File: config.mk
export PLATFORM = sky130hd
export DESIGN_NAME = r2fft_front
export DESIGN_NICKNAME = d
export VERILOG_FILES = /design/src/hdl/r2fft_pkg.sv /design/src/hdl/r2fft_front.sv
export SDC_FILE = /design/constraint.sdc
export NUM_CORES = 1
export LEC_CHECK = 0
export BUFFER_PORTS_ARGS = -buffer_cell sky130_fd_sc_hd__buf_2
export CORE_ASPECT_RATIO = 1.5
export CORE_MARGIN = 2
export CORE_UTILIZATION = 45
export CTS_BUF_LIST = sky130_fd_sc_hd__clkbuf_8
export DETAILED_ROUTE_END_ITERATION = 16
export PLACE_DENSITY = 0.69
export SETUP_SLACK_MARGIN = 0.5
export SLEW_MARGIN = 20
export SYNTH_ARGS = -nofsm -noshare
export SYNTH_HDL_FRONTEND = slang
export SYNTH_SLANG_ARGS = --single-unit
File: constraint.sdc
create_clock -name clk -period 6 [get_ports clk]
set_input_delay 1.5 -clock clk [delete_from_list [all_inputs] [get_ports clk]]
set_output_delay 1.5 -clock clk [all_outputs]
set_load 0.005 [all_outputs]
File: src/hdl/r2fft_pkg.sv
`timescale 1ns / 1ps

package r2fft_pkg;

	localparam int MAX_ORDER_DEF    = 10;
	localparam int SAMPLE_WIDTH_DEF = 16;

	// Twiddle angles are pi * a / 2^ANG_BITS; twiddles are Q1.15.
	localparam int ANG_BITS = 14;
	localparam int TW_WIDTH = 16;

	localparam int ORDER_W = 4;
	localparam logic [ORDER_W-1:0] ORDER_RESET = 4'd10;

	localparam int ACT_W = 2;

	localparam int APB_AW = 3;
	localparam int APB_DW = 32;

	// Register select is address bit 2.
	localparam logic REG_ORDER   = 1'b0;
	localparam logic REG_INVERSE = 1'b1;

	typedef enum logic [ACT_W-1:0] {
		ACT_WRITE = 2'd0,
		ACT_RUN   = 2'd1,
		ACT_READ  = 2'd2
	} action_t;

	typedef struct packed {
		logic [ORDER_W-1:0] order;
		logic               inverse;
	} cfg_t;

	typedef enum logic [3:0] {
		ST_IDLE,
		ST_RD_WAIT,
		ST_REV_RD,
		ST_REV_WA,
		ST_REV_WB,
		ST_BF_RD,
		ST_BF_MUL,
		ST_BF_SUM,
		ST_BF_WZ,
		ST_BF_WK
	} eng_state_t;

endpackage

File: src/hdl/r2fft_front.sv
`timescale 1ns / 1ps

module r2fft_front #(
	parameter int MAX_ORDER    = r2fft_pkg::MAX_ORDER_DEF,
	parameter int SAMPLE_WIDTH = r2fft_pkg::SAMPLE_WIDTH_DEF
) (
	input  logic                                             clk,
	input  logic                                             arst_n,
	input  logic                                             s_tvalid,
	output logic                                             s_tready,
	input  logic [((MAX_ORDER+2*SAMPLE_WIDTH+7)/8)*8-1:0]    s_tdata,
	input  logic [r2fft_pkg::ACT_W-1:0]                      s_tuser,
	output logic                                             cmd_valid,
	input  logic                                             cmd_ready,
	output logic [r2fft_pkg::ACT_W+MAX_ORDER+2*SAMPLE_WIDTH-1:0] cmd
);

	import r2fft_pkg::*;

	localparam int PAY_W  = MAX_ORDER + 2 * SAMPLE_WIDTH;
	localparam int CMD_W  = ACT_W + PAY_W;
	localparam int QDEPTH = 2;

	logic [CMD_W-1:0] ent_q [QDEPTH];
	logic             wptr_q;
	logic             rptr_q;
	logic [1:0]       cnt_q;
	logic             known;
	logic             push;
	logic             pop;

	// Undefined action codes are taken and dropped here.
	always_comb begin
		case (action_t'(s_tuser))
			ACT_WRITE, ACT_RUN, ACT_READ: known = 1'b1;
			default:                      known = 1'b0;
		endcase
	end

	assign s_tready  = (cnt_q != 2'(QDEPTH));
	assign push      = s_tvalid && s_tready && known;
	assign cmd_valid = (cnt_q != 2'd0);
	assign pop       = cmd_valid && cmd_ready;
	assign cmd       = ent_q[rptr_q];

	always_ff @(posedge clk) begin
		if (push) begin
			ent_q[wptr_q] <= {s_tdata[PAY_W-1:0], s_tuser};
		end
	end

	always_ff @(posedge clk or negedge arst_n) begin
		if (!arst_n) begin
			wptr_q <= 1'b0;
			rptr_q <= 1'b0;
			cnt_q  <= 2'd0;
		end else begin
			if (push) begin
				wptr_q <= ~wptr_q;
			end
			if (pop) begin
				rptr_q <= ~rptr_q;
			end
			case ({push, pop})
				2'b10:   cnt_q <= cnt_q + 2'd1;
				2'b01:   cnt_q <= cnt_q - 2'd1;
				default: cnt_q <= cnt_q;
			endcase
		end
	end

endmodule

==> results.json, run 1 <==
{
  "sequential_cell_area_um2": 2740,
  "clock-root-buffer": "sky130_fd_sc_hd__clkbuf_8",
  "slew_viol_final": 0,
  "worstPathRequired_ps": 4500,
  "post-route-drc-count": 0,
  "met2WireLength_um": 2970,
  "timing.critical_path.slowest_stage_cell": "sky130_fd_sc_hd__dfrtp_2",
  "ios": 100,
  "dpl.hpwl_um": 3670,
  "worst_path_largest_cell_delay_ps": 1060,
  "rsz_0062_raised_after_global_routing": "no",
  "min_delay_path_depth": 1,
  "io_buffer_count": 93,
  "topRoutingLayerUsed": "met4",
  "cts_setup_buffers": 0,
  "layout-area-overhead-vs-synth_pct": 22.4,
  "worst_hold_path_type": "reg2reg",
  "run_status": "finished clean",
  "post_synth_main_area_contributors": "sky130_fd_sc_hd__edfxtp_1 (78%), sky130_fd_sc_hd__mux2_2 (14%), sky130_fd_sc_hd__dfrtp_1 (2.9%)",
  "timing.clock.skew_ps": 4.90,
  "die_area_um2": 8280,
  "synth_top_cell_area_share_pct": 77.7,
  "gr-total-overflow": 0,
  "r2r_setup_slack_ps": 3890,
  "timing.max_slew.rel_slack_pct": 30.3,
  "yosysMostFrequentCell": "sky130_fd_sc_hd__edfxtp_1",
  "drt-vias-per-instance": 4.78,
  "initial_core_util_pct": 46.7,
  "detailroute.wirelength.met3_um": 430,
  "die_width_um": 75.0,
  "grt_antenna_before_repair": 0,
  "setup.worst_path.class": "reg2out",
  "reg2reg_to": "ent_q[1][43]$_DFFE_PP_",
  "tritoncts_num_sinks": 92,
  "async_flop_share_pct": 4.35,
  "gr-usage-all-layers_pct": 14.8,
  "tightest_slew_ps": 1050,
  "drtAntennaViolNets": 0,
  "seq_area_frac_synth_pct": 80.6,
  "htreeDepth": 3,
  "finalWorstPathRequiredPeriod_ps": 3490,
  "synth_cells": 156,
  "wire_length_of_the_first_global_routing_pass_um": 8740,
  "cts_resized": 0,
  "finalNetCount": 312,
  "edff_count_synth": 88,
  "finalHoldViolations": 0,
  "worst_ir_drop_vdd_uv": 305,
  "hold_path_startpoint": "cnt_q[1]$_DFFE_PN0P_",
  "reg2reg_from": "cnt_q[0]$_DFFE_PN0P_",
  "ctsHoldBuffers": 0,
  "routed_wl_um": 5550,
  "synth_cell_area_um2": 3400,
  "layout.filler_cells": 613,
  "yosysTopAreaCell": "sky130_fd_sc_hd__edfxtp_1",
  "syn-mean-instance-area_um2": 21.8,
  "cellLeakagePower_nw": 1.57,
  "yosysUniqueCellTypes": 15,
  "max-clock-path-buffers": 2,
  "max_freq_mhz": 287,
  "path_delay_family": "flip-flops",
  "routed_wire_length_per_instance_um": 15.3,
  "power-per-cell-area_nw_per_um2": 427,
  "number_of_cells_on_the_worst_reg_to_reg_path": 4,
  "setup_viol": 0,
  "worst_hold_endpoint": "cnt_q[1]$_DFFE_PN0P_",
  "dieHeight_um": 110,
  "placeableCoreArea_um2": 7270,
  "worstSkewPairLatency_ps": 360,
  "layout_worst_path_cycle_share_pct": 58.2,
  "design_power_total_mw": 1.78,
  "routedLengthMet1_um": 1970,
  "postSynthRegisterBits": 92,
  "yosysWarningCount": 0,
  "critical_path.cell_chain": "mux2_2 -> buf_2",
  "yosys-top-cells-count": "sky130_fd_sc_hd__edfxtp_1 (88), sky130_fd_sc_hd__mux2_2 (42), sky130_fd_sc_hd__buf_6 (5), sky130_fd_sc_hd__dfrtp_1 (4)",
  "clk_transition_reported_paths_ps": 80,
  "worst_ep_arrival_time_ps": 1990,
  "antenna_cells_inserted": 0,
  "detailedRoute.firstIterationViolations": 41,
  "vias": 1730,
  "worstSetupStartpointType": "flip-flop",
  "row_count": 38,
  "max_cap_viol_count": 0,
  "synth_ff_type": "sky130_fd_sc_hd__edfxtp_1",
  "first_global_vias": 1861,
  "syn_nets": 211,
  "gp_routability_congestion": 0.646,
  "total_clock_buffers_created_by_cts": 9,
  "drt_pre_antenna_iters": 4,
  "setup_total_negative_slack_ps": 0,
  "multi_input_comb_area_um2": 613,
  "pin_count_of_the_biggest_net_entering_global_routing": 46,
  "crit_buf_inv": 1,
  "post_route_cells_drive_above_1_share_pct": 59.2,
  "crit_fanout": 45,
  "tritoncts": "done",
  "timing.critical_path.to_type": "primary output"
}
-- per-layer routing --
layer  GRT usage [%]  vias up
met2            24.0       66
met3            6.30       14
met5               0        -
li1                -      807
met4            9.76        0
met1            14.7      843
-- worst max path at each step --
stage	from	end	slack, ps	cells after the start
2_1_floorplan	s_tuser[1]	ent_q[0][0]$_DFFE_PP_	2010	3
3_3_place_gp	s_tuser[1]	ent_q[1][3]$_DFFE_PP_	2770	5
3_5_place_dp	s_tuser[1]	ent_q[1][2]$_DFFE_PP_	2710	5
4_1_cts	rptr_q$_DFFE_PN0P_	cmd[16]	2470	2
5_1_grt	rptr_q$_DFFE_PN0P_	cmd[19]	2380	2
6_report	rptr_q$_DFFE_PN0P_	cmd[15]	2510	2
-- state kept, by name (all words and copies together) (netlist names) --
name and flops:
ent_q 88, cnt_q 2, rptr_q 1, wptr_q 1
-- metrics by stage --
step           instances  hold WS [ps]  worst slack [ps]  instance area, µm²  util (%)
2_1_floorplan        156           456              2010                3400         -
3_3_place_gp         346           481              2770                3970      54.5
3_5_place_dp         346           481              2710                3970      54.5
4_1_cts              362           497              2470                4160      57.2
5_1_grt              362           538              2380                4160      57.2
6_report             362           495              2510                4160      57.2
-- power breakdown --
part | switching, mW | internal [mW] | total, mW
Clock | 0.194 | 0.210 | 0.404
Sequential | 0.0913 | 0.842 | 0.934
Combinational | 0.186 | 0.255 | 0.440
Total | 0.471 | 1.31 | 1.78
-- layout by cell type, fill, tap and decap left out --
| cell type | synthesis | layout |
|---|---|---|
| sky130_fd_sc_hd__and2_4 | 1 | 1 |
| sky130_fd_sc_hd__buf_2 | 0 | 93 |
| sky130_fd_sc_hd__buf_4 | 0 | 2 |
| sky130_fd_sc_hd__bufinv_16 | 0 | 1 |
| sky130_fd_sc_hd__clkbuf_8 | 0 | 11 |
| sky130_fd_sc_hd__clkinv_2 | 0 | 1 |
| sky130_fd_sc_hd__dfrtp_1 | 4 | 3 |
| sky130_fd_sc_hd__dfrtp_2 | 0 | 1 |
| sky130_fd_sc_hd__edfxtp_1 | 88 | 88 |
| sky130_fd_sc_hd__ha_1 | 1 | 1 |
| sky130_fd_sc_hd__inv_1 | 1 | 4 |
| sky130_fd_sc_hd__mux2_1 | 2 | 2 |
| sky130_fd_sc_hd__mux2_2 | 42 | 42 |
| sky130_fd_sc_hd__nand2_1 | 1 | 1 |
| sky130_fd_sc_hd__nand2b_1 | 1 | 1 |
| sky130_fd_sc_hd__nand3_2 | 1 | 1 |
| sky130_fd_sc_hd__nor2_1 | 3 | 1 |
| sky130_fd_sc_hd__nor2_4 | 0 | 2 |
| sky130_fd_sc_hd__or2_1 | 1 | 1 |
| sky130_fd_sc_hd__xnor2_1 | 3 | 3 |
| sky130_fd_sc_hd__xor2_1 | 2 | 2 |
-- kinds of logic after synthesis --
group / after synthesis / share of synthesized area [%]
and+or+nand+nor: 8 / 1.36
muxes: 44 / 14.6
buffers and inverters: 6 / 1.77
adders and majority gates: 1 / 0.368
DFF: 92 / 80.6
xor gates and xnor gates: 5 / 1.29
-- final cells by class --
type | count | share of cell area [%]
Sequential cell | 92 | 65.9
Multi-Input combinational cell | 58 | 14.7
Timing Repair Buffer | 95 | 11.5
Clock buffer | 11 | 3.64
Tap cell | 100 | 3.00
Clock inverter | 5 | 1.11
Inverter | 1 | 0.0901
No activity file was read; power rests on OpenSTA's default activity.
==> inputs of run 2 (changes only) <==
- clock period: 6 -> 3.6 ns (I/O delays scaled with it)
==> results.json, run 2 (synthesis gave the netlist of run 1 again) <==
{
  "pin_count_of_the_biggest_net_entering_global_routing": 25,
  "setup.worst_path.class": "reg2out",
  "finalNetCount": 315,
  "run_status": "finished clean",
  "worst_ir_drop_vdd_uv": 413,
  "ios": 100,
  "tritoncts_num_sinks": 92,
  "power.net_switching_mw": 0.790,
  "share_clk_of_total_power_pct": 21.5,
  "tightest_slew_ps": 716,
  "placeableCoreArea_um2": 7270,
  "post-route-drc-count": 0,
  "power_report.internal_total_mw": 2.16,
  "drt-vias-per-instance": 4.71,
  "power.share.combinational_pct": 27.6,
  "worstPathRequired_ps": 2700,
  "layout-area-overhead-vs-synth_pct": 23.0,
  "clk_transition_reported_paths_ps": 80,
  "final_cells": 365,
  "routed_wl_um": 5540,
  "gp_routability_congestion": 0.660,
  "max-clock-path-buffers": 2,
  "tritoncts": "done",
  "vias": 1718,
  "drt_pre_antenna_iters": 4,
  "initial_core_util_pct": 46.7,
  "crit_fanout": 24,
  "power_switching_share_pct": 26.7,
  "total_clock_buffers_created_by_cts": 9,
  "timing.max_slew.rel_slack_pct": 52.1,
  "slew_viol_final": 0,
  "layout.cells.most_common": "sky130_fd_sc_hd__buf_2",
  "top_library_cells_by_usage_in_the_layout_fill_and_taps_aside": "sky130_fd_sc_hd__buf_2 (93), sky130_fd_sc_hd__edfxtp_1 (88), sky130_fd_sc_hd__mux2_2 (42), sky130_fd_sc_hd__clkbuf_8 (9)",
  "ctsHoldBuffers": 0,
  "io_buffer_count": 93,
  "layout_worst_path_cycle_share_pct": 75.1,
  "worst_ep_arrival_time_ps": 1800,
  "routed_wire_length_per_instance_um": 15.2,
  "cts_setup_buffers": 0,
  "finalHoldViolations": 0,
  "setup_viol": 0,
  "critical_path.cell_chain": "buf_12 -> mux2_2 -> buf_2",
  "cts_resized": 0,
  "post_route_cells_drive_above_1_share_pct": 60.0,
  "row_count": 38,
  "die_area_um2": 8280,
  "max_cap_viol_count": 0,
  "finalWorstPathRequiredPeriod_ps": 2700,
  "worst_path_largest_cell_delay_ps": 710,
  "die_width_um": 75.0,
  "cellLeakagePower_nw": 1.57,
  "drtAntennaViolNets": 0,
  "worstSetupStartpointType": "flip-flop",
  "placed_cells": 349,
  "worstSkewPairLatency_ps": 340,
  "rsz_0062_raised_after_global_routing": "no",
  "gr-total-overflow": 0,
  "wire_length_of_the_first_global_routing_pass_um": 8370,
  "clock-root-buffer": "sky130_fd_sc_hd__clkbuf_8",
  "sequential_share_of_power_pct": 51.0,
  "dpl.hpwl_um": 3750,
  "layout.filler_cells": 580,
  "htreeDepth": 3,
  "power-per-cell-area_nw_per_um2": 706,
  "detailedRoute.firstIterationViolations": 38,
  "worst_hold_path_type": "in2async",
  "max_flop_register": "ent_q",
  "dieHeight_um": 110,
  "first_global_vias": 1779,
  "timing.critical_path.slowest_stage_cell": "sky130_fd_sc_hd__dfrtp_2",
  "setup_total_negative_slack_ps": 0,
  "timing.critical_path.to_type": "primary output",
  "max_freq_mhz": 370,
  "antenna_cells_inserted": 0,
  "timing.clock.skew_ps": 4.54,
  "gr-usage-all-layers_pct": 14.1,
  "largest_reg_flops": 88,
  "reg.largest.list": "ent_q (88), cnt_q (2)",
  "grt_antenna_before_repair": 0
}
## run 2: cell count changes in the layout (fill, tap and decap cells not counted), sizes merged
| cell | change |
|---|---|
| buf | +3 |
| clkbuf | -2 |
| clkinv | +5 |
| inv | -3 |
## run 2: worst paths after layout
kind,to,slack (ps),cells after the start,startpoint
max,cmd[25],900,3,rptr_q$_DFFE_PN0P_
min,rptr_q$_DFFE_PN0P_,340,1,arst_n
max reg2reg,ent_q[1][16]$_DFFE_PP_,1580,4,cnt_q[0]$_DFFE_PN0P_
min reg2reg,cnt_q[1]$_DFFE_PN0P_,500,1,cnt_q[1]$_DFFE_PN0P_
max in group asynchronous,rptr_q$_DFFE_PN0P_,3120,1,arst_n
min in group clk,cnt_q[1]$_DFFE_PN0P_,500,1,cnt_q[1]$_DFFE_PN0P_
## run 2: cell type report
cell class	count	area, µm²	area share (%)
Clock buffer	9	124	2.96
Clock inverter	7	57.6	1.38
Inverter	1	3.75	0.0897
Multi-Input combinational cell	58	613	14.7
Sequential cell	92	2740	65.6
Tap cell	100	125	2.99
Timing Repair Buffer	98	515	12.3
## run 2: metrics by stage
| step | area, µm² | power (mW) | util, % | setup slack (ps) | hold WS, ps |
|---|---|---|---|---|---|
| floorplan | 3400 | 2.04 | - | 215 | 456 |
| global placement | 4000 | 2.36 | 55.0 | 1050 | 488 |
| detailed placement | 4000 | 2.37 | 55.0 | 1010 | 493 |
| CTS | 4180 | 3.01 | 57.5 | 842 | 322 |
| global route | 4180 | 3.13 | 57.5 | 773 | 321 |
| finish | 4180 | 2.95 | 57.5 | 895 | 343 |
## run 2: per-layer routing
layer	track usage [%]	wire length [µm]
met1	13.9	2000
met5	0	0
met4	8.10	109
met2	23.7	3010
met3	5.93	421
## run 2: power by group through the flow
stage                     Sequential (mW)  Combinational (mW)  Clock, mW
after detailed placement             1.54               0.834          0
after CTS                            1.51               0.839      0.659
after global placement               1.53               0.829          0
after floorplan                      1.48               0.566          0
after global routing                 1.53               0.897      0.694
final                                1.51               0.814      0.634
## run 2: worst max-delay path: cells and delay by family (launching register included)
kind / cells / cell delay, ps
multiplexers: 1 / 350
flip-flops: 1 / 710
buffers and inverters: 2 / 380
==> inputs of run 3 (changes only) <==
- clock period: 3.6 -> 2.75 ns (I/O delays scaled with it)
==> results.json, run 3 (synthesis gave the netlist of run 1 again) <==
{
  "run_status": "finished clean",
  "setup.worst_path.class": "reg2out",
  "placed_cells": 349,
  "placement.cell_area_um2": 4000,
  "share_clk_of_total_power_pct": 19.5,
  "layout_setup_ws_ps": 616,
  "clk_transition_reported_paths_ps": 80,
  "design_power_total_mw": 3.84,
  "power.net_switching_mw": 1.04,
  "multi_input_comb_area_um2": 613,
  "final_cells": 366,
  "worst_ep_arrival_time_ps": 1450,
  "total_clock_buffers_created_by_cts": 9,
  "layout-area-overhead-vs-synth_pct": 23.2,
  "power_switching_share_pct": 27.0,
  "power_report.internal_total_mw": 2.80,
  "sequential_cell_area_um2": 2740,
  "top_library_cells_by_usage_in_the_layout_fill_and_taps_aside": "sky130_fd_sc_hd__buf_2 (93), sky130_fd_sc_hd__edfxtp_1 (88), sky130_fd_sc_hd__mux2_2 (42), sky130_fd_sc_hd__clkbuf_8 (10)",
  "cellLeakagePower_nw": 1.58,
  "finalHoldViolations": 0,
  "placeableCoreArea_um2": 7270,
  "drtAntennaViolNets": 0,
  "dieHeight_um": 110,
  "cts_resized": 0,
  "post-route-drc-count": 0,
  "wire_length_of_the_first_global_routing_pass_um": 8410,
  "power.share.combinational_pct": 30.4,
  "post_route_cells_drive_above_1_share_pct": 59.4,
  "detailedRoute.firstIterationViolations": 65,
  "routed_wire_length_per_instance_um": 15.3,
  "worst_hold_path_type": "in2async",
  "io_buffer_count": 93,
  "first_global_vias": 1832,
  "htreeDepth": 3,
  "drt-vias-per-instance": 4.72,
  "die_area_um2": 8280,
  "ctsHoldBuffers": 0,
  "max_freq_mhz": 469,
  "worstPathRequired_ps": 2060,
  "tritoncts": "done",
  "finalNetCount": 316,
  "sequential_share_of_power_pct": 50.1,
  "pre_cts_ws_ps": 762,
  "worstSkewPairLatency_ps": 350,
  "ios": 100,
  "tightest_slew_ps": 420,
  "dpl.hpwl_um": 3610,
  "pin_count_of_the_biggest_net_entering_global_routing": 46,
  "drt_pre_antenna_iters": 4,
  "gr-total-overflow": 0,
  "timing.clock.skew_ps": 8.50,
  "reg.largest.list": "ent_q (88), cnt_q (2)",
  "layout.cell_area.non_filler_um2": 4190,
  "layout.filler_cells": 590,
  "tritoncts_num_sinks": 92,
  "max_cap_viol_count": 0,
  "max-clock-path-buffers": 2,
  "routed_wl_um": 5590,
  "rsz_0062_raised_after_global_routing": "no",
  "setup_total_negative_slack_ps": 0,
  "gp_routability_congestion": 0.786,
  "gr-usage-all-layers_pct": 14.1,
  "cts_setup_buffers": 0,
  "max_flop_register": "ent_q",
  "vias": 1728,
  "layout.cells.most_common": "sky130_fd_sc_hd__buf_2",
  "worstSetupStartpointType": "flip-flop",
  "grt_antenna_before_repair": 0,
  "slew_viol_final": 0,
  "antenna_cells_inserted": 0,
  "setup_viol": 0,
  "finalWorstPathRequiredPeriod_ps": 2130,
  "largest_reg_flops": 88,
  "initial_core_util_pct": 46.7,
  "timing.max_slew.rel_slack_pct": 72.0,
  "clock-root-buffer": "sky130_fd_sc_hd__clkbuf_8",
  "die_width_um": 75.0,
  "timing.critical_path.to_type": "primary output",
  "layout_worst_path_cycle_share_pct": 77.6,
  "power-per-cell-area_nw_per_um2": 916,
  "worst_ir_drop_vdd_uv": 579,
  "crit_fanout": 22,
  "row_count": 38
}
run 3: worst paths after layout:
kind / slack, ps / cells after the start / end / startpoint
worst max-delay path: 620 / 3 / cmd[0] / rptr_q$_DFFE_PN0P_
worst min register to register: 500 / 1 / cnt_q[1]$_DFFE_PN0P_ / cnt_q[1]$_DFFE_PN0P_
min in group clk: 500 / 1 / cnt_q[1]$_DFFE_PN0P_ / cnt_q[1]$_DFFE_PN0P_
worst max register to register: 1060 / 4 / ent_q[1][29]$_DFFE_PP_ / cnt_q[0]$_DFFE_PN0P_
max in group asynchronous: 2480 / 1 / rptr_q$_DFFE_PN0P_ / arst_n
worst min-delay path: 130 / 1 / cnt_q[1]$_DFFE_PN0P_ / arst_n
run 3: metal layers:
metal	wire length (µm)	vias to the layer above	global-route usage (%)	part of all wire (%)
met4	100	0	6.79	1.8
met3	349	10	5.66	6.2
met2	3150	59	24.9	56
met1	1980	844	13.4	35
li1	-	815	-	-
met5	0	-	0	0
run 3: layout make-up:
type                       instances  share of cell area [%]
multi-input combinational         58                    14.6
inverter                           1                  0.0896
clock buffer                      10                    3.29
tap                              100                    2.99
timing repair buffer              99                    12.9
clock inverter                     6                   0.597
sequential                        92                    65.5
run 3: metrics by stage:
step	hold slack, ps	utilization (%)
after floorplan	392	-
after global placement	473	55.0
after detailed placement	484	55.0
after CTS	117	57.2
after global routing	113	57.6
final	135	57.6
run 3: worst max-delay path, cell delays in order, from the launching register on:
cell	delay (ps)
sky130_fd_sc_hd__dfrtp_2	410
sky130_fd_sc_hd__clkbuf_16	220
sky130_fd_sc_hd__mux2_2	350
sky130_fd_sc_hd__buf_2	120
run 3: power by group through the flow:
stage,combinational [mW],clock [mW],sequential (mW)
6_report,1.17,0.749,1.92
5_1_grt,1.29,0.830,1.95
4_1_cts,1.16,0.776,1.92
3_5_place_dp,1.16,0,1.95
3_3_place_gp,1.14,0,1.93
2_1_floorplan,0.746,0,1.93
